$ cat config.mk
export PLATFORM = sky130hd
export DESIGN_NAME = mfbe_sweep
export DESIGN_NICKNAME = d
export VERILOG_FILES = /design/src/mfbe_pkg.sv /design/src/mfbe_sweep.sv
export SDC_FILE = /design/constraint.sdc
export NUM_CORES = 1
export LEC_CHECK = 0
export ABC_CLOCK_PERIOD_IN_PS = 7700
export BUFFER_PORTS_ARGS = -buffer_cell sky130_fd_sc_hd__buf_4
export CAP_MARGIN = 20
export CORE_ASPECT_RATIO = 0.75
export CORE_MARGIN = 8
export CORE_UTILIZATION = 40
export DETAILED_ROUTE_END_ITERATION = 10
export GPL_ROUTABILITY_DRIVEN = 0
export PLACE_DENSITY = 0.57
export SLEW_MARGIN = 20
export SYNTH_ARGS = -nofsm -noshare
export SYNTH_HDL_FRONTEND = slang
export SYNTH_SLANG_ARGS = --single-unit
export TNS_END_PERCENT = 5
$ cat constraint.sdc
create_clock -name clk -period 7.7 [get_ports clk]
set_clock_uncertainty 0.1 [all_clocks]
set_input_delay 1.54 -clock clk [delete_from_list [all_inputs] [get_ports clk]]
set_output_delay 1.54 -clock clk [all_outputs]
set_load 0.005 [all_outputs]
$ cat src/mfbe_pkg.sv
`default_nettype none

package mfbe_pkg;

  typedef enum logic [2:0] {
    ACT_SET        = 3'd0,
    ACT_GET        = 3'd1,
    ACT_FILL       = 3'd2,
    ACT_SHIFT_COL  = 3'd3,
    ACT_SHIFT_BIT  = 3'd4,
    ACT_SHIFT_PAGE = 3'd5,
    ACT_READ       = 3'd6
  } action_t;

  typedef enum logic [1:0] {
    SW_FILL = 2'd0,
    SW_COL  = 2'd1,
    SW_BIT  = 2'd2,
    SW_PAGE = 2'd3
  } sweep_kind_t;

  typedef struct packed {
    sweep_kind_t kind;
    logic        dir;
    logic        wrap;
    logic [7:0]  fill;
  } sweep_cmd_t;

  localparam logic REG_MIRROR = 1'b0;
  localparam logic REG_INVERT = 1'b1;

  localparam int WRAP_BIT = 3;

endpackage

`default_nettype wire

$ cat src/mfbe_sweep.sv
`default_nettype none

module mfbe_sweep #(
  parameter int WIDTH = 96,
  parameter int PAGES = 9
) (
  input  wire logic                             clk,
  input  wire logic                             rst_n,
  input  wire logic                             start,
  input  wire mfbe_pkg::sweep_cmd_t             cmd,
  input  wire logic [7:0]                       rd_data,
  output logic                                  rd_en,
  output logic [$clog2(WIDTH*PAGES)-1:0]        rd_addr,
  output logic                                  wr_en,
  output logic [$clog2(WIDTH*PAGES)-1:0]        wr_addr,
  output logic [7:0]                            wr_data,
  output logic                                  done
);

  localparam int DEPTH  = WIDTH * PAGES;
  localparam int ADDR_W = $clog2(DEPTH);
  localparam int CNT_W  = $clog2(WIDTH > PAGES ? WIDTH : PAGES);

  localparam logic [ADDR_W-1:0] LAST_ADDR = ADDR_W'(DEPTH - 1);
  localparam logic [ADDR_W-1:0] COL_SPAN  = ADDR_W'(WIDTH - 1);
  localparam logic [ADDR_W-1:0] PAGE_SPAN = ADDR_W'((PAGES - 1) * WIDTH);
  localparam logic [ADDR_W-1:0] ONE_ADDR  = ADDR_W'(1);
  localparam logic [ADDR_W-1:0] ROW_ADDR  = ADDR_W'(WIDTH);
  localparam logic [CNT_W-1:0]  W_LAST    = CNT_W'(WIDTH - 1);
  localparam logic [CNT_W-1:0]  P_LAST    = CNT_W'(PAGES - 1);

  typedef enum logic [2:0] {
    S_IDLE,
    S_FILL,
    S_RD_SEED,
    S_RD_ELEM,
    S_WR_ELEM
  } state_t;

  state_t               state_r;
  mfbe_pkg::sweep_cmd_t cmd_r;
  logic [ADDR_W-1:0]    cur_r;
  logic [ADDR_W-1:0]    lo_r;
  logic [CNT_W-1:0]     line_r;
  logic [CNT_W-1:0]     elem_r;
  logic                 first_r;
  logic [7:0]           prev_r;
  logic                 done_r;

  logic                 col_mode;
  logic                 asc;
  logic [ADDR_W-1:0]    hi;
  logic [ADDR_W-1:0]    elem_step;
  logic [ADDR_W-1:0]    line_step;
  logic [CNT_W-1:0]     elem_last;
  logic [CNT_W-1:0]     line_last;
  logic [7:0]           shift_data;

  assign col_mode  = (cmd_r.kind == mfbe_pkg::SW_COL);
  assign asc       = col_mode ? !cmd_r.dir : cmd_r.dir;
  assign hi        = lo_r + (col_mode ? COL_SPAN : PAGE_SPAN);
  assign elem_step = col_mode ? ONE_ADDR : ROW_ADDR;
  assign line_step = col_mode ? ROW_ADDR : ONE_ADDR;
  assign elem_last = col_mode ? W_LAST : P_LAST;
  assign line_last = col_mode ? P_LAST : W_LAST;

  // prev_r holds the seed on the first element of a line, else the previous old entry
  always_comb begin
    shift_data = 8'h00;
    if (cmd_r.kind == mfbe_pkg::SW_BIT) begin
      if (asc) begin
        shift_data = {rd_data[6:0],
                      first_r ? (cmd_r.wrap & prev_r[mfbe_pkg::WRAP_BIT]) : prev_r[7]};
      end else if (first_r) begin
        shift_data = {1'b0, rd_data[7:1]} |
                     ({7'b0, cmd_r.wrap & prev_r[0]} << mfbe_pkg::WRAP_BIT);
      end else begin
        shift_data = {prev_r[0], rd_data[7:1]};
      end
    end else if (first_r) begin
      shift_data = cmd_r.wrap ? prev_r : 8'h00;
    end else begin
      shift_data = prev_r;
    end
  end

  assign rd_en   = (state_r == S_RD_SEED) || (state_r == S_RD_ELEM);
  assign rd_addr = (state_r == S_RD_SEED) ? (asc ? hi : lo_r) : cur_r;
  assign wr_en   = (state_r == S_FILL) || (state_r == S_WR_ELEM);
  assign wr_addr = cur_r;
  assign wr_data = (state_r == S_FILL) ? cmd_r.fill : shift_data;
  assign done    = done_r;

  always_ff @(posedge clk) begin
    if (!rst_n) begin
      state_r <= S_FILL;
      cmd_r   <= '0;
      cur_r   <= '0;
      done_r  <= 1'b0;
    end else begin
      done_r <= 1'b0;
      unique case (state_r)
        S_IDLE: begin
          if (start) begin
            cmd_r   <= cmd;
            cur_r   <= '0;
            lo_r    <= '0;
            line_r  <= '0;
            state_r <= (cmd.kind == mfbe_pkg::SW_FILL) ? S_FILL : S_RD_SEED;
          end
        end
        S_FILL: begin
          if (cur_r == LAST_ADDR) begin
            done_r  <= 1'b1;
            state_r <= S_IDLE;
          end else begin
            cur_r <= cur_r + ONE_ADDR;
          end
        end
        S_RD_SEED: begin
          cur_r   <= asc ? lo_r : hi;
          elem_r  <= '0;
          first_r <= 1'b1;
          state_r <= S_RD_ELEM;
        end
        S_RD_ELEM: begin
          if (first_r) begin
            prev_r <= rd_data;
          end
          state_r <= S_WR_ELEM;
        end
        S_WR_ELEM: begin
          prev_r  <= rd_data;
          first_r <= 1'b0;
          if (elem_r == elem_last) begin
            if (line_r == line_last) begin
              done_r  <= 1'b1;
              state_r <= S_IDLE;
            end else begin
              line_r  <= line_r + CNT_W'(1);
              lo_r    <= lo_r + line_step;
              state_r <= S_RD_SEED;
            end
          end else begin
            elem_r  <= elem_r + CNT_W'(1);
            cur_r   <= asc ? (cur_r + elem_step) : (cur_r - elem_step);
            state_r <= S_RD_ELEM;
          end
        end
        default: begin
          state_r <= S_IDLE;
        end
      endcase
    end
  end

endmodule

`default_nettype wire

After elaboration in Yosys (flattened, before gate mapping)
Index checks and enable logic that the tools add are counted.
- $add $sub $neg: 7
- equal/unequal tests: 16
- multiplexer cells: 43
- bitwise logic cells: 3
- reductions and logical operators: 16
- operators with widths (kind ; count):
    2-to-1 mux 10 bit ; 10
    2-to-1 mux 7 bit ; 8
    2-to-1 mux 8 bit ; 7
    case mux 10 bit (4 select lines) ; 1
    case mux 7 bit (2 select lines) ; 2
    adder 10 x 7 -> 10 bit ; 2
    case mux 10 bit (2 select lines) ; 1
    case mux 8 bit (2 select lines) ; 1
    case mux 3 bit (5 select lines) ; 1
    adder 7 x 1 -> 7 bit (second input constant) ; 2
    equality test 7 bit ; 2
    adder 10 x 1 -> 10 bit (second input constant) ; 1
    adder 10 bit ; 1
    equality test 10 bit (second input constant) ; 1
    != test 2 bit (second input constant) ; 5
    subtractor 10 x 7 -> 10 bit ; 1
    2-to-1 mux 3 bit ; 3
    OR 7 x 4 -> 7 bit ; 1
    equality test 3 x 2 -> 1 bit (second input constant) ; 2
    AND reduction 2 bit ; 3
    AND reduction 3 bit ; 2
    nonzero test 2 bit ; 3
    2-to-1 mux 1 bit ; 5
    AND reduction 5 bit ; 1
    14 further kinds ; 19
- bits in registers: 59
- input port bits: 23
- output and inout bits: 31
- word-level logic and storage cells: 97

Depth between registers and ports, before layout
- word-level depth: 6
- gate-level depth with buffers: 13
- gate-level depth less buffers: 11

Worst setup path before layout
Ideal clock, no wire load.
- kind: flip-flop to output port
- start: reg cmd_r[10] (netlist name)
- end: out rd_addr[8]
- arrival time: 2.493 ns
- data required time: 6.060 ns
- slack: 3.567 ns
- stages on the path, launching flop included: 13
- path buffers: 3
- path through: dfxtp_1 -> nor2b_1 -> buf_2 -> buf_4 -> buf_2 -> ha_1 -> ha_1 -> nor2_1 -> a2111oi_0 -> a211oi_1 -> xnor2_1 -> nand2_1 -> a21oi_1
- cells in the longest elaborated chain, start to end: 5
- elaborated cells between the ends (all ways): 6
- classes of those cells: 1 x add/sub; 1 x eq/ne; 4 x mux
- ends and longest elaborated chain (item ; RTL line ; text):
    start, declared ; mfbe_sweep.sv:41 ; mfbe_pkg::sweep_cmd_t cmd_r;
    start signal, assigned ; mfbe_sweep.sv:105 ; cmd_r <= cmd;
    equality test 2 x 1 -> 1 bit (*) ; mfbe_sweep.sv:59 ; assign col_mode = (cmd_r.kind == mfbe_pkg::SW_COL);
    2-to-1 mux 10 bit ; mfbe_sweep.sv:61 ; assign hi = lo_r + (col_mode ? COL_SPAN : PAGE_SPAN);
    adder 10 bit ; mfbe_sweep.sv:61 ;
    2-to-1 mux 10 bit (*) (2 in series) ; mfbe_sweep.sv:88 ; assign rd_addr = (state_r == S_RD_SEED) ? (asc ? hi : lo_r) : cur_r;
    end, declared ; mfbe_sweep.sv:13 ; output logic [$clog2(WIDTH*PAGES)-1:0] rd_addr,
Every way passes the cells marked *; elsewhere a longest branch is shown, timed or not.

Worst setup path after layout
Same ends and word-level chain as after synthesis.

==> out/metrics.json <==
{
  "worst_hold_path": {
    "min_path_type": "reg -> reg"
  },
  "setup_path": {
    "arrival_ps": 3240,
    "worstPathRequired_ps": 6060,
    "criticalPathCategory": "reg -> out",
    "crit_fanout": 27,
    "endpoint_kind": "primary output",
    "startpoint_type": "flip-flop"
  },
  "timing": {
    "report.final.slew_viol_count": 0,
    "maxClockFrequency_mhz": 205,
    "tightest_slew_ps": 1000,
    "setup_total_negative_slack_ps": 0,
    "rsz_0062_raised_after_global_routing": "false",
    "worst_slew_margin_rel_pct": 32.6,
    "fin_crit_ps": 4880,
    "period_share_pct": 63.4,
    "finalSetupViolations": 0,
    "hold_viol": 0
  },
  "detailed_routing": {
    "wl_mm": 12.2,
    "ant_nets": 0,
    "drt-initial-drc-count": 356,
    "detailroute.via_count": 4038,
    "drt_drc_violations_left": 0,
    "wire_per_inst_um": 17.4,
    "detail_route.vias_per_cell": 5.74,
    "detail_route.first_pass.iterations": 4
  },
  "synth": {
    "synthDistinctLibCells": 64,
    "number_of_enable_type_register_cells_in_the_synthesized_netlist": 33,
    "number_of_nets_produced_by_synthesis": 567,
    "syn_area_mm2": 0.00436,
    "synthCells": 531,
    "ys.warnings.count": 0,
    "synth_sequential_area_ratio_pct": 34.7,
    "postSynthRegisterBits": 59,
    "synth_ff_type": "sky130_fd_sc_hd__edfxtp_1",
    "syn_area_per_cell_um2": 8.21,
    "postSynth.asyncResetShare_pct": 0
  },
  "floorplan": {
    "initial_standard_cell_utilization_of_the_core_pct": 40.5,
    "die_width_um": 137,
    "core-area_mm2": 0.0108,
    "floorplan.die.height_um": 106,
    "num_io_pins": 54,
    "std_cell_rows": 33,
    "die-area_mm2": 0.0145
  },
  "clock_tree": {
    "cts.path.max_buffers": 2,
    "htree_levels": 3,
    "ctsHoldBuffers": 0,
    "path_clk_slew_ps": 50,
    "clock_tree.root_cell": "sky130_fd_sc_hd__clkbuf_16",
    "post_cts_buffers": 0,
    "clock-sinks": 59,
    "cts_resized": 0,
    "clk_latency_ps": 330,
    "cts_made_buffers": 9,
    "cts_tree": "yes"
  },
  "grt": {
    "groute.usage.overall_pct": 17.1,
    "grt_pass1_wl_mm": 19.8,
    "largest_net_degree_at_the_start_of_global_routing": 34,
    "via_count_of_the_first_global_routing_pass": 3834,
    "antenna_found_initial": 0,
    "grt_remaining_overflow": 0
  },
  "placed_design": {
    "detailedPlacementHpwl_mm": 8.82,
    "buffer_ports.inserted": 53
  },
  "power": {
    "power_density_mw_per_mm2": 162,
    "p_leak_nw": 1.90,
    "irDropWorstVdd_uv": 94.9,
    "fin_total_pwr_uw": 831
  },
  "cells_and_area": {
    "area_delta_synth_final_pct": 17.6,
    "drive_above_1_share_pct": 15.8,
    "n_fill_cell": 1026,
    "diodes": 0,
    "final_nets": 594
  },
  "status": {
    "outcome": "finished, final reports clean"
  },
  "run": {
    "max-cap-violations": 0
  }
}
==> synth_stat cells (10+ instances only) <==
cell	number	area, um2
sky130_fd_sc_hd__a21boi_0	17	128
sky130_fd_sc_hd__a21oi_1	19	95.1
sky130_fd_sc_hd__a31oi_1	10	62.6
sky130_fd_sc_hd__clkbuf_1	27	101
sky130_fd_sc_hd__dfxtp_1	26	521
sky130_fd_sc_hd__edfxtp_1	33	991
sky130_fd_sc_hd__ha_1	13	163
sky130_fd_sc_hd__nand2_1	69	259
sky130_fd_sc_hd__nand3_1	22	110
sky130_fd_sc_hd__nor2_1	62	233
sky130_fd_sc_hd__nor3_1	11	55.1
sky130_fd_sc_hd__o21ai_0	26	130
sky130_fd_sc_hd__or3_1	11	68.8
sky130_fd_sc_hd__xnor2_1	27	236
sky130_fd_sc_hd__xor2_1	10	87.6
==> state kept, by name, summed over array words and instances, names as in the netlist <==
register / count
line_r: 7
prev_r: 8
elem_r: 7
first_r: 1
wr_addr: 10
state_r: 3
lo_r: 10
cmd_r: 12
done: 1
==> critical path: stages (launching register included) <==
cell and delay [ps]:
sky130_fd_sc_hd__dfxtp_1 360, sky130_fd_sc_hd__nor2b_2 150, sky130_fd_sc_hd__buf_4 290, sky130_fd_sc_hd__inv_2 260, sky130_fd_sc_hd__xnor2_1 210, sky130_fd_sc_hd__ha_1 260
sky130_fd_sc_hd__nor2_1 80, sky130_fd_sc_hd__a2111oi_0 580, sky130_fd_sc_hd__a211oi_1 130, sky130_fd_sc_hd__xnor2_1 160, sky130_fd_sc_hd__nand2_1 70, sky130_fd_sc_hd__a21oi_1 210
sky130_fd_sc_hd__buf_4 150
==> per-stage QoR <==
stage	cell area (um2)	worst slack, ps	hold slack [ps]	utilization, %	std cells
after global routing	5130	2370	397	47.6	703
final	5130	2820	364	47.6	703
after CTS	5130	2860	364	47.6	703
after global placement	4780	3250	355	44.4	687
after floorplan	4360	3570	344	-	531
after detailed placement	4780	3220	358	44.4	687
==> cell usage in the layout (no fill, tap or decap), drive strengths merged, types with 3 or more instances in the layout <==
cell,count
nor2,62
a21oi,20
or4,6
xor2,10
nor3,11
a21o,4
clkbuf,12
a211oi,5
ha,13
dfxtp,26
o22ai,5
a221oi,8
nor2b,5
nand3b,4
inv,7
and3,8
mux2i,4
a41oi,3
or3,11
nor4,3
o21a,8
bufinv,3
mux2,5
o21ai,29
nand2,69
nand4,3
nand3,22
and2,9
a21boi,17
nor3b,4
edfxtp,33
buf,57
and4,3
xnor2,28
o31ai,8
a31oi,10
==> logic make-up (layout without fill, tap and decap cells) <==
logic type / Yosys count / after routing / share of synthesized area (%)
AO/OA/AOI/OAI: 137 / 137 / 21.6
XOR/XNOR: 38 / 38 / 7.81
adder cells (fa/ha/maj): 14 / 14 / 3.96
buffers and inverters: 50 / 82 / 5.02
flip-flops: 59 / 59 / 34.7
multiplexers: 9 / 9 / 2.21
AND/OR/NAND/NOR: 224 / 224 / 24.8
==> layer usage <==
metal / part of all wire (%) / vias up / global-route usage [%] / wire length (um)
li1: - / 1989 / - / -
met1: 49 / 1913 / 24.3 / 6020
met2: 42 / 123 / 24.4 / 5180
met3: 7.2 / 13 / 5.09 / 884
met4: 1.3 / 0 / 4.93 / 163
met5: 0 / - / 0 / 0
==> area by class of cell <==
class                   instances  area [um2]  share of cell area (%)
clock buffers                  12         246                    4.81
clock inverters                 4        97.6                    1.90
multi-input cells             422        2630                    51.4
flip-flops and latches         59        1510                    29.5
repair buffers                 57         428                    8.35
well taps                     140         175                    3.42
inverters                       9        33.8                   0.659
==> path summary, 6_finish.rpt <==
check        slack [ps]  cells past startpoint       start          to
min                 360                      2    cmd_r[6]    cmd_r[6]
min reg2reg         360                      2    cmd_r[6]    cmd_r[6]
max                2820                     12   cmd_r[10]  rd_addr[8]
max reg2reg        4480                     11  state_r[2]  wr_addr[6]
==> report_power, final <==
part / internal, mW / leakage [nW] / switching, mW
Sequential: 0.331 / 0.567 / 0.00342
Clock: 0.325 / 0.163 / 0.141
Combinational: 0.0175 / 1.17 / 0.0129
No activity file was read; power rests on OpenSTA's default activity.
